<file path="src/stq_pkg.sv">
package stq_pkg;

    localparam int STQ_DEPTH = 16;

    localparam logic OP_ARM    = 1'b0;
    localparam logic OP_EXPIRE = 1'b1;

    localparam logic KIND_ACK  = 1'b0;
    localparam logic KIND_FIRE = 1'b1;

    localparam logic STAT_OK   = 1'b0;
    localparam logic STAT_FULL = 1'b1;

    typedef enum logic [1:0] {
        S_IDLE,
        S_ARM_FRONT,
        S_ARM_WALK,
        S_EXPIRE
    } t_state;

    typedef struct packed {
        logic [63:0] deadline;
        logic [15:0] handle;
    } t_entry;

    typedef struct packed {
        logic        kind;
        logic        status;
        logic [15:0] fired_handle;
        logic [63:0] fired_time;
        logic        reload_valid;
        logic [63:0] reload_delay;
        logic        last;
    } t_result;

endpackage

</file>
<file path="src/sorted_timeout_queue.sv">
// Deadline-sorted timeout queue of DEPTH entries held in a circular single-port-read
// memory. Arm stores now_time + delay in sorted order and answers with one acknowledge;
// an arm that becomes the new earliest entry (or finds the table empty) asks for a timer
// reload with its delay, and an arm into a full table is refused with status full.
// Expire reports every entry due at now_time, earliest first, and the last report carries
// the delay to the next remaining deadline when any entry remains. An arm that lands at the
// front or is refused needs no walk; otherwise the insertion walk moves each later entry
// back (at most DEPTH - 2 of them), reading and rewriting one entry per cycle. An expire
// does one memory read per due entry. Results wait in an output register; the block takes
// a new item once the previous one is done. The table needs no clearing after reset.
module sorted_timeout_queue
    import stq_pkg::*;
#(
    parameter int DEPTH = STQ_DEPTH
) (
    input  logic        i_clk,
    input  logic        i_rst_n,
    input  logic        i_in_valid,
    output logic        o_in_stall,
    input  logic        i_opcode,
    input  logic [63:0] i_now_time,
    input  logic [63:0] i_delay,
    input  logic [15:0] i_handle,
    output logic        o_out_valid,
    input  logic        i_out_stall,
    output logic        o_kind,
    output logic        o_status,
    output logic [15:0] o_fired_handle,
    output logic [63:0] o_fired_time,
    output logic        o_reload_valid,
    output logic [63:0] o_reload_delay,
    output logic        o_last
);

    localparam int AW = $clog2(DEPTH);

    logic          res_valid;
    t_result       res;
    logic          res_ready;
    logic          mem_we;
    logic [AW-1:0] mem_waddr;
    t_entry        mem_wdata;
    logic [AW-1:0] mem_raddr;
    t_entry        mem_rdata;
    logic          r_out_valid;
    t_result       r_out;

    stq_seq #(
        .DEPTH (DEPTH)
    ) u_seq (
        .i_clk       (i_clk),
        .i_rst_n     (i_rst_n),
        .i_in_valid  (i_in_valid),
        .o_in_stall  (o_in_stall),
        .i_opcode    (i_opcode),
        .i_now_time  (i_now_time),
        .i_delay     (i_delay),
        .i_handle    (i_handle),
        .o_res_valid (res_valid),
        .o_res       (res),
        .i_res_ready (res_ready),
        .o_we        (mem_we),
        .o_waddr     (mem_waddr),
        .o_wdata     (mem_wdata),
        .o_raddr     (mem_raddr),
        .i_rdata     (mem_rdata)
    );

    stq_mem #(
        .DEPTH (DEPTH)
    ) u_mem (
        .i_clk   (i_clk),
        .i_we    (mem_we),
        .i_waddr (mem_waddr),
        .i_wdata (mem_wdata),
        .i_raddr (mem_raddr),
        .o_rdata (mem_rdata)
    );

    assign res_ready = !r_out_valid || !i_out_stall;

    always_ff @(posedge i_clk) begin
        if (!i_rst_n) begin
            r_out_valid <= 1'b0;
        end else if (res_valid) begin
            r_out_valid <= 1'b1;
        end else if (!i_out_stall) begin
            r_out_valid <= 1'b0;
        end
    end

    always_ff @(posedge i_clk) begin
        if (res_valid) begin
            r_out <= res;
        end
    end

    assign o_out_valid    = r_out_valid;
    assign o_kind         = r_out.kind;
    assign o_status       = r_out.status;
    assign o_fired_handle = r_out.fired_handle;
    assign o_fired_time   = r_out.fired_time;
    assign o_reload_valid = r_out.reload_valid;
    assign o_reload_delay = r_out.reload_delay;
    assign o_last         = r_out.last;

    a_accept_busy: assert property (@(posedge i_clk) disable iff (!i_rst_n)
        i_in_valid && !o_in_stall |=> o_in_stall)
        else $error("item accepted but sequencer did not start");

    a_ack_last: assert property (@(posedge i_clk) disable iff (!i_rst_n)
        o_out_valid && (o_kind == KIND_ACK) |-> o_last)
        else $error("acknowledge not marked last");

    a_reload_last: assert property (@(posedge i_clk) disable iff (!i_rst_n)
        o_out_valid && o_reload_valid |-> o_last)
        else $error("reload request on a non-final result");

    a_full_ack: assert property (@(posedge i_clk) disable iff (!i_rst_n)
        o_out_valid && (o_status == STAT_FULL) |-> (o_kind == KIND_ACK) && !o_reload_valid)
        else $error("full status on a report or with reload");

endmodule

</file>
<file path="src/stq_mem.sv">
module stq_mem
    import stq_pkg::*;
#(
    parameter int DEPTH = STQ_DEPTH,
    parameter int AW    = $clog2(DEPTH)
) (
    input  logic          i_clk,
    input  logic          i_we,
    input  logic [AW-1:0] i_waddr,
    input  t_entry        i_wdata,
    input  logic [AW-1:0] i_raddr,
    output t_entry        o_rdata
);

    t_entry r_mem [DEPTH];
    t_entry r_rdata;

    always_ff @(posedge i_clk) begin
        if (i_we) begin
            r_mem[i_waddr] <= i_wdata;
        end
    end

    always_ff @(posedge i_clk) begin
        r_rdata <= r_mem[i_raddr];
    end

    assign o_rdata = r_rdata;

endmodule

</file>
<file path="src/stq_seq.sv">
module stq_seq
    import stq_pkg::*;
#(
    parameter int DEPTH = STQ_DEPTH,
    parameter int AW    = $clog2(DEPTH),
    parameter int CW    = $clog2(DEPTH + 1)
) (
    input  logic          i_clk,
    input  logic          i_rst_n,
    input  logic          i_in_valid,
    output logic          o_in_stall,
    input  logic          i_opcode,
    input  logic [63:0]   i_now_time,
    input  logic [63:0]   i_delay,
    input  logic [15:0]   i_handle,
    output logic          o_res_valid,
    output t_result       o_res,
    input  logic          i_res_ready,
    output logic          o_we,
    output logic [AW-1:0] o_waddr,
    output t_entry        o_wdata,
    output logic [AW-1:0] o_raddr,
    input  t_entry        i_rdata
);

    localparam logic [AW:0]   DEPTH_W = (AW + 1)'(DEPTH);
    localparam logic [CW-1:0] DEPTH_C = CW'(DEPTH);
    localparam logic [AW-1:0] LAST_A  = AW'(DEPTH - 1);

    function automatic logic [AW-1:0] f_phys(input logic [AW-1:0] base,
                                             input logic [AW-1:0] offs);
        logic [AW:0] sum;
        logic [AW:0] red;
        sum = {1'b0, base} + {1'b0, offs};
        red = sum - DEPTH_W;
        return (sum >= DEPTH_W) ? red[AW-1:0] : sum[AW-1:0];
    endfunction

    t_state        r_state, n_state;
    logic [CW-1:0] r_count, n_count;
    logic [AW-1:0] r_head, n_head;
    logic [CW-1:0] r_idx, n_idx;
    logic          r_pend, n_pend;
    logic [15:0]   r_pend_handle, n_pend_handle;
    logic [63:0]   r_now, n_now;
    logic [63:0]   r_delay, n_delay;
    logic [15:0]   r_handle, n_handle;
    logic [63:0]   r_dl, n_dl;

    logic          accept;
    logic          is_full;
    logic          front_ins;
    logic          walk_move;
    logic          exp_due;
    logic          exp_hold;
    logic [AW-1:0] head_dec;
    logic [AW-1:0] head_inc;
    logic [CW-1:0] rd_logic;
    logic [63:0]   next_gap;

    assign accept    = i_in_valid && (r_state == S_IDLE);
    assign is_full   = (r_count == DEPTH_C);
    assign front_ins = (r_count == '0) || (r_dl < i_rdata.deadline);
    assign walk_move = (r_idx >= CW'(2)) && !(i_rdata.deadline < r_dl);
    assign exp_due   = (r_count != '0) && !(r_now < i_rdata.deadline);
    assign exp_hold  = r_pend && !i_res_ready;
    assign head_dec  = (r_head == '0) ? LAST_A : r_head - AW'(1);
    assign head_inc  = f_phys(r_head, AW'(1));
    assign next_gap  = i_rdata.deadline - r_now;

    always_comb begin
        n_state = r_state;
        case (r_state)
            S_IDLE: begin
                if (accept) begin
                    n_state = (i_opcode == OP_ARM) ? S_ARM_FRONT : S_EXPIRE;
                end
            end
            S_ARM_FRONT: begin
                if (i_res_ready) begin
                    n_state = (is_full || front_ins) ? S_IDLE : S_ARM_WALK;
                end
            end
            S_ARM_WALK: begin
                if (!walk_move && i_res_ready) begin
                    n_state = S_IDLE;
                end
            end
            S_EXPIRE: begin
                if (!exp_hold && !exp_due) begin
                    n_state = S_IDLE;
                end
            end
            default: n_state = S_IDLE;
        endcase
    end

    always_comb begin
        n_count       = r_count;
        n_head        = r_head;
        n_idx         = r_idx;
        n_pend        = r_pend;
        n_pend_handle = r_pend_handle;
        n_now         = r_now;
        n_delay       = r_delay;
        n_handle      = r_handle;
        n_dl          = r_dl;
        o_we          = 1'b0;
        o_waddr       = '0;
        o_wdata       = '0;
        o_res_valid   = 1'b0;
        o_res         = '0;
        o_res.kind    = KIND_ACK;
        o_res.status  = STAT_OK;
        o_res.last    = 1'b1;
        case (r_state)
            S_IDLE: begin
                if (accept) begin
                    n_now    = i_now_time;
                    n_delay  = i_delay;
                    n_handle = i_handle;
                    n_dl     = i_now_time + i_delay;
                    n_pend   = 1'b0;
                end
            end
            S_ARM_FRONT: begin
                if (i_res_ready) begin
                    if (is_full) begin
                        o_res_valid  = 1'b1;
                        o_res.status = STAT_FULL;
                    end else if (front_ins) begin
                        o_we                 = 1'b1;
                        o_waddr              = head_dec;
                        o_wdata.deadline     = r_dl;
                        o_wdata.handle       = r_handle;
                        n_head               = head_dec;
                        n_count              = r_count + CW'(1);
                        o_res_valid          = 1'b1;
                        o_res.reload_valid   = 1'b1;
                        o_res.reload_delay   = r_delay;
                    end else begin
                        n_idx = r_count;
                    end
                end
            end
            S_ARM_WALK: begin
                if (walk_move) begin
                    o_we    = 1'b1;
                    o_waddr = f_phys(r_head, r_idx[AW-1:0]);
                    o_wdata = i_rdata;
                    n_idx   = r_idx - CW'(1);
                end else if (i_res_ready) begin
                    o_we             = 1'b1;
                    o_waddr          = f_phys(r_head, r_idx[AW-1:0]);
                    o_wdata.deadline = r_dl;
                    o_wdata.handle   = r_handle;
                    n_count          = r_count + CW'(1);
                    o_res_valid      = 1'b1;
                end
            end
            S_EXPIRE: begin
                if (!exp_hold) begin
                    o_res.kind         = KIND_FIRE;
                    o_res.fired_handle = r_pend_handle;
                    o_res.fired_time   = r_now;
                    if (exp_due) begin
                        o_res_valid   = r_pend;
                        o_res.last    = 1'b0;
                        n_pend        = 1'b1;
                        n_pend_handle = i_rdata.handle;
                        n_head        = head_inc;
                        n_count       = r_count - CW'(1);
                    end else begin
                        o_res_valid        = r_pend;
                        o_res.reload_valid = (r_count != '0);
                        o_res.reload_delay = (r_count != '0) ? next_gap : '0;
                        n_pend             = 1'b0;
                    end
                end
            end
            default: ;
        endcase
    end

    assign rd_logic = (n_state == S_ARM_WALK) ? n_idx - CW'(1) : '0;
    assign o_raddr  = f_phys(n_head, rd_logic[AW-1:0]);
    assign o_in_stall = (r_state != S_IDLE);

    always_ff @(posedge i_clk) begin
        if (!i_rst_n) begin
            r_state <= S_IDLE;
            r_count <= '0;
            r_head  <= '0;
            r_pend  <= 1'b0;
        end else begin
            r_state <= n_state;
            r_count <= n_count;
            r_head  <= n_head;
            r_pend  <= n_pend;
        end
    end

    always_ff @(posedge i_clk) begin
        r_idx         <= n_idx;
        r_pend_handle <= n_pend_handle;
        r_now         <= n_now;
        r_delay       <= n_delay;
        r_handle      <= n_handle;
        r_dl          <= n_dl;
    end

endmodule

</file>
<file path="config.mk">
export PLATFORM = sky130hd
export DESIGN_NAME = sorted_timeout_queue
export DESIGN_NICKNAME = d
export VERILOG_FILES = /design/src/stq_pkg.sv /design/src/sorted_timeout_queue.sv /design/src/stq_mem.sv /design/src/stq_seq.sv
export SDC_FILE = /design/constraint.sdc
export NUM_CORES = 2
export LEC_CHECK = 0
export BUFFER_PORTS_ARGS = -buffer_cell sky130_fd_sc_hd__buf_2
export CELL_PAD_IN_SITES_DETAIL_PLACEMENT = 1
export CELL_PAD_IN_SITES_GLOBAL_PLACEMENT = 2
export CORE_MARGIN = 2
export CORE_UTILIZATION = 45
export CTS_BUF_LIST = sky130_fd_sc_hd__clkbuf_16
export DETAILED_ROUTE_END_ITERATION = 6
export PLACE_DENSITY = 0.89
export SYNTH_ARGS = -nofsm -noshare
export SYNTH_HDL_FRONTEND = slang
export SYNTH_SLANG_ARGS = --single-unit
export TNS_END_PERCENT = 100
</file>
<file path="constraint.sdc">
create_clock -name i_clk -period 19.1 [get_ports i_clk]
set_input_delay 4.775 -clock i_clk [delete_from_list [all_inputs] [get_ports i_clk]]
set_output_delay 4.775 -clock i_clk [all_outputs]
set_load 0.02 [all_outputs]
</file>
Word level (Yosys, flattened, before mapping) --
Memory sizes are Yosys's and may differ from the RTL's. A register that Yosys moved wholly into a read port is not among the register bits. Cells that the tools add are included.
Word-level totals: bits in registers 390, bits in writable memories 1280, input port bits 149, output and inout bits 150, memories kept 1
Cells by class: add/subtract/negate cells 13, magnitude comparators 7, eq/ne operators 14, muxes and demuxes 72, bitwise logic cells 2, reduce and logical (&&, ||, !) cells 30
Memory list:
- u_mem.r_mem | depth 16, width 80, read ports 1, clocked after Yosys merged registers in 1, write ports 1, RTL line stq_mem.sv:15 | t_entry r_mem [DEPTH];
Operator list (count):
- two-way mux 80 bit | 5
- two-way mux 65 bit | 4
- less-than comparator 64 bit | 3
- one-hot mux 80 bit (2 select lines) | 1
- one-hot mux 65 bit (2 select lines) | 1
- two-way mux 66 bit | 1
- adder 64 bit | 1
- two-way mux 64 bit | 1
- subtractor 64 bit | 1
- two-way mux 4 bit | 15
- two-way mux 5 bit | 11
- subtractor 4 x 1 -> 4 bit, second input constant | 5
- two-way mux 1 bit | 19
- one-hot mux 4 bit (2 select lines) | 2
- >= comparator 5 bit, second input constant | 3
- one-hot mux 5 bit (3 select lines) | 1
- two-way mux 2 bit | 6
- != test 2 x 1 -> 1 bit, second input constant | 6
- adder 4 x 4 -> 5 bit | 2
- one-hot mux 5 bit (2 select lines) | 1
- subtractor 5 x 1 -> 5 bit, second input constant | 2
- zero test 1 bit | 8
- one-hot mux 2 bit (4 select lines) | 1
- AND reduction 8 bit | 1
- 21 further kinds | 37

Logic depth before layout (Yosys ltp) --
word-level depth 13, gate-level depth with buffers 31

By module --
A second synthesis with hierarchy kept.
Unflattened totals: cell total of the unflattened synthesis 4483, area, all modules 74207.4 um^2
By module, submodules not included:
- stq_mem | times used 1, cells an instance 2054, area each 49422.4 um^2
- stq_seq | times used 1, cells an instance 2277, area each 20305.7 um^2
- sorted_timeout_queue | times used 1, cells an instance 152, area each 4479.3 um^2

Worst setup path after synthesis --
Ideal clock, no wire load.
path kind input to register, start input i_out_stall, end register r_out, in the netlist o_fired_handle[0], enable pin, library setup time 0.839 ns, arrival 15.107 ns, required time 18.261 ns, path slack 3.154 ns, stages 3, cells stage by stage and2_1 clkbuf_1 nor3_1
On the way: longest elaborated chain between the ends 6
RTL lines:
- start: declaration | RTL line sorted_timeout_queue.sv:25 | input logic i_out_stall,
- zero test 1 bit *
- logical OR 1 bit * | RTL line sorted_timeout_queue.sv:80 | assign res_ready = !r_out_valid || !i_out_stall;
- zero test 1 bit | RTL line stq_seq.sv:66 | assign exp_hold = r_pend && !i_res_ready;
- logical AND 1 bit | RTL line stq_seq.sv:66
- two-way mux 1 bit | RTL line stq_seq.sv:162 | if (!exp_hold) begin
- one-hot mux 1 bit (3 select lines) * | RTL line stq_seq.sv:116 | case (r_state)
- net res_valid | RTL line sorted_timeout_queue.sv:37 | logic res_valid;
- end signal: assignment | RTL line sorted_timeout_queue.sv:94 | r_out <= res;
- end: declaration | RTL line sorted_timeout_queue.sv:46 | t_result r_out;
Mark *: on every way through the listed nets, which the timed path passes. The rest lies on a longest branch. A chain may end at the register's enable or synchronous reset.

Worst setup path after layout --
start input i_out_stall, end register u_mem.o_rdata[7] (netlist name)
On the way: longest elaborated chain between the ends 13
RTL lines:
- zero test 1 bit *
- logical OR 1 bit * | RTL line sorted_timeout_queue.sv:80
- branches (longest 8 deep; another with subtractor 4 x 1 -> 4 bit)
- adder 4 x 4 -> 5 bit * | RTL line stq_seq.sv:34 | sum = {1'b0, base} + {1'b0, offs};
- subtractor 4 x 1 -> 4 bit / >= comparator 5 bit (equally long branches) | RTL line stq_seq.sv:35, stq_seq.sv:36
- two-way mux 4 bit * | RTL line stq_seq.sv:36 | return (sum >= DEPTH_W) ? red[AW-1:0] : sum[AW-1:0];
Every way passes the cells marked *.

==> impl_metrics.tcl <==
set metrics [dict create \
    finalHoldViolations 0 \
    irDropWorstVdd_uv 195 \
    setup_violations 0 \
    finalSetupTns_ps 0 \
    p_leak_nw 30.9 \
    hp-start "u_mem.o_rdata[15]" \
    critPathArrivalTime_ps 12070 \
    synthArstFlopShare 0 \
    syn-num-nets 5795 \
    gp_congestion 0.887 \
    die-area_sq_um 178000 \
    final_max_slew_viol_count 0 \
    worst_slew_pin_slew_ps 1280 \
    crit_family "buffers and inverters" \
    yosysSeqAreaShare 0.656 \
    port_buffers 298 \
    die_h_um 422 \
    vias 51500 \
    layout-drive-gt1-share 0.173 \
    regToRegStartpoint "u_mem.o_rdata[47]" \
    drc 0 \
    clock_sinks 1750 \
    slowest_delay_ps 1040 \
    ys.flop_type "edfxtp_1" \
    power_w 0.0167 \
    io-pin-count 299 \
    end_kind "register" \
    crit_buf_inv 4 \
    cts_max_level 4 \
    antenna_found_initial 23 \
    p_per_area_nw_per_um2 189 \
    cts_max_path_buffers 3 \
    cts_buffers 173 \
    avgViaCountPerCell 6.32 \
    p_sw_frac 0.411 \
    cts_tree "built" \
    hold_path.class "reg -> reg" \
    wire_per_inst_um 30.1 \
    overflow 0 \
    routed_wl_um 245000 \
    synth_edf_count 1653 \
    grt_pass1_wl_um 359000 \
    drtIter0Drc 5422 \
    synth_cells 5431 \
    power_frac_seq 0.308 \
    post-cts-setup-buffers 0 \
    fillers 16900 \
    final_common_cell "edfxtp_1" \
    antenna_left 0 \
    path_class "in -> reg" \
    track_usage 0.271 \
    initial_core_util 0.453 \
    status "completed" \
    internal-power_w 0.00983 \
    final_cell_mix "1,653 x edfxtp_1, 466 x nand2_1, 374 x o21ai_0" \
    worstPathMaxFanout 108 \
    rsz0062_at_grt "no" \
    yosysWarnings 0 \
    synth_seq_cells 1750 \
    met3WireLength_um 22500 \
    dp_hpwl_um 146000 \
    syn_area_sq_um 78700 \
    coreArea_sq_um 174000 \
    synth_top_area_frac 0.631 \
    post_cts_resized 0 \
    crit_chain "buf_2 > and2_1 > nand2_1 > nor2_1 > a31oi_1 > o31a_1 > nand4bb_1 > a21bo_2 > a31oi_4 > buf_12 > nor2_1 > ha_1 > a21o_1 > a21oi_1 > or4_1 > o2111a_1 > and3_4 > buf_4 > buf_4 > nand2_1 > and3_1 > o21ai_0 > and3_1" \
    rows 153 \
    clockPowerShare 0.209 \
    die_w_um 422 \
    area_growth_pct 12.4 \
    synth_area_leaders "edfxtp_1 63%, mux4_2 9.2%, ha_1 3.3%" \
    slowest_stage "buf_4" \
    worstSkewPairLatency_ps 850 \
    grt_max_degree 141 \
    fmax_ghz 0.0885 \
    post-route-period-util 0.591 \
    startpoint "i_out_stall" \
    relSlewSlack 0.143 \
    share_comb_of_total_power 0.483 \
    ys_types 91 \
    num-nets-final 6027 \
    cp-start-kind "primary input" \
    clock-skew-final_ps 56.5 \
    hold_buffers 0 \
    cts_root_buffer "clkbuf_16" \
    first_global_vias 53700 \
    met1Wirelength_um 94600 \
    cp.required_ps 19870 \
    syn_area_per_cell_sq_um 14.5 \
    cap_violations 0 \
    layout_min_cycle_time_ps 11300 \
    top_layer_used "met5" \
    p_sw_w 0.00687 \
    dr.pass1.iters 7 \
    clk_pin_slew_ps 70 \
    yosysTopAreaCell "edfxtp_1" \
    wl_met2_um 118000 \
]
-- through the flow --
stage                     cells  worst slack, ps   util  area, sq um  hold slack, ps
after detailed placement   7813             7220  0.475        82600             453
after global routing       8146             7410  0.509        88400             465
after floorplan            5431             3150      -        78700             409
after CTS                  8136             7980  0.508        88400             470
final                      8153             7800  0.509        88400             468
after global placement     7813             7510  0.475        82600             447
-- worst paths after layout --
check,depth (start not counted),endpoint,slack [ps]
setup / recovery,23,u_mem.o_rdata[7],7800
hold / removal,0,u_seq.r_pend_handle[15],470
setup reg to reg,28,u_mem.o_rdata[7],8270
hold reg to reg,0,u_seq.r_pend_handle[15],470
-- final cells by class --
| type | count | area, sq um | share of cell area |
|---|---|---|---|
| clock buffers | 178 | 4450 | 0.0504 |
| clock inverters | 145 | 1320 | 0.0149 |
| multi-input cells | 3179 | 25300 | 0.286 |
| well taps | 2325 | 2910 | 0.0329 |
| flip-flops and latches | 1750 | 51600 | 0.583 |
| inverters | 184 | 692 | 0.00783 |
| diodes | 17 | 42.5 | 0.000481 |
| repair buffers | 375 | 2130 | 0.0241 |
-- kinds of logic after synthesis --
| group | Yosys count | synth area share |
|---|---|---|
| compound gates | 1211 | 0.0982 |
| mux | 325 | 0.0922 |
| flops | 1750 | 0.656 |
| buf+inv | 502 | 0.0264 |
| simple gates | 1294 | 0.0779 |
| xor+xnor | 134 | 0.0150 |
| fa+ha+maj | 215 | 0.0347 |
-- cells in the mapped netlist, types with 12 or more instances --
library cell,n
a211oi_1,18
a21o_1,107
a21oi_1,150
a22oi_1,166
a31oi_1,15
and2_1,28
and3_1,177
buf_1,25
buf_2,52
buf_6,13
clkbuf_1,219
dfxtp_1,97
edfxtp_1,1653
ha_1,210
inv_1,182
mux4_2,320
nand2_1,467
nand2b_1,102
nand3_1,41
nand4_1,32
nor2_1,283
nor2b_1,24
nor3_1,88
o211ai_1,16
o21a_1,18
o21ai_0,374
o21ai_1,83
o21bai_1,15
o221ai_1,82
o22ai_1,81
or3_1,12
xnor2_1,82
xor2_1,51
-- power by group through the flow --
stage | Clock [W] | Combinational, W | Sequential [W]
after floorplan | 0 | 0.00565 | 0.00510
after global placement | 0 | 0.00743 | 0.00517
after detailed placement | 0 | 0.00786 | 0.00519
after CTS | 0.00353 | 0.00800 | 0.00512
after global routing | 0.00366 | 0.00870 | 0.00515
final | 0.00350 | 0.00806 | 0.00514
-- per-layer routing --
layer	global-route usage	vias up
li1	-	21600
met1	0.356	26500
met2	0.441	2744
met3	0.0535	611
met4	0.117	8
met5	0	-
-- registers in the layout, summed over array words and instances, names as in the netlist --
signal and cells:
u_seq.r_now 64, o_fired_handle 16, o_kind 1, o_last 1, o_fired_time 64, o_reload_valid 1
u_mem.r_mem 1280, o_status 1, u_seq.r_idx 5, u_mem.o_rdata 80, u_seq.r_state 2, u_seq.r_count 5
u_seq.r_head 4, u_seq.r_pend_handle 16, u_seq.r_dl 64, u_seq.r_delay 64, o_out_valid 1, u_seq.r_pend 1
o_reload_delay 64, u_seq.r_handle 16
Power figures use the tool's default switching activity.
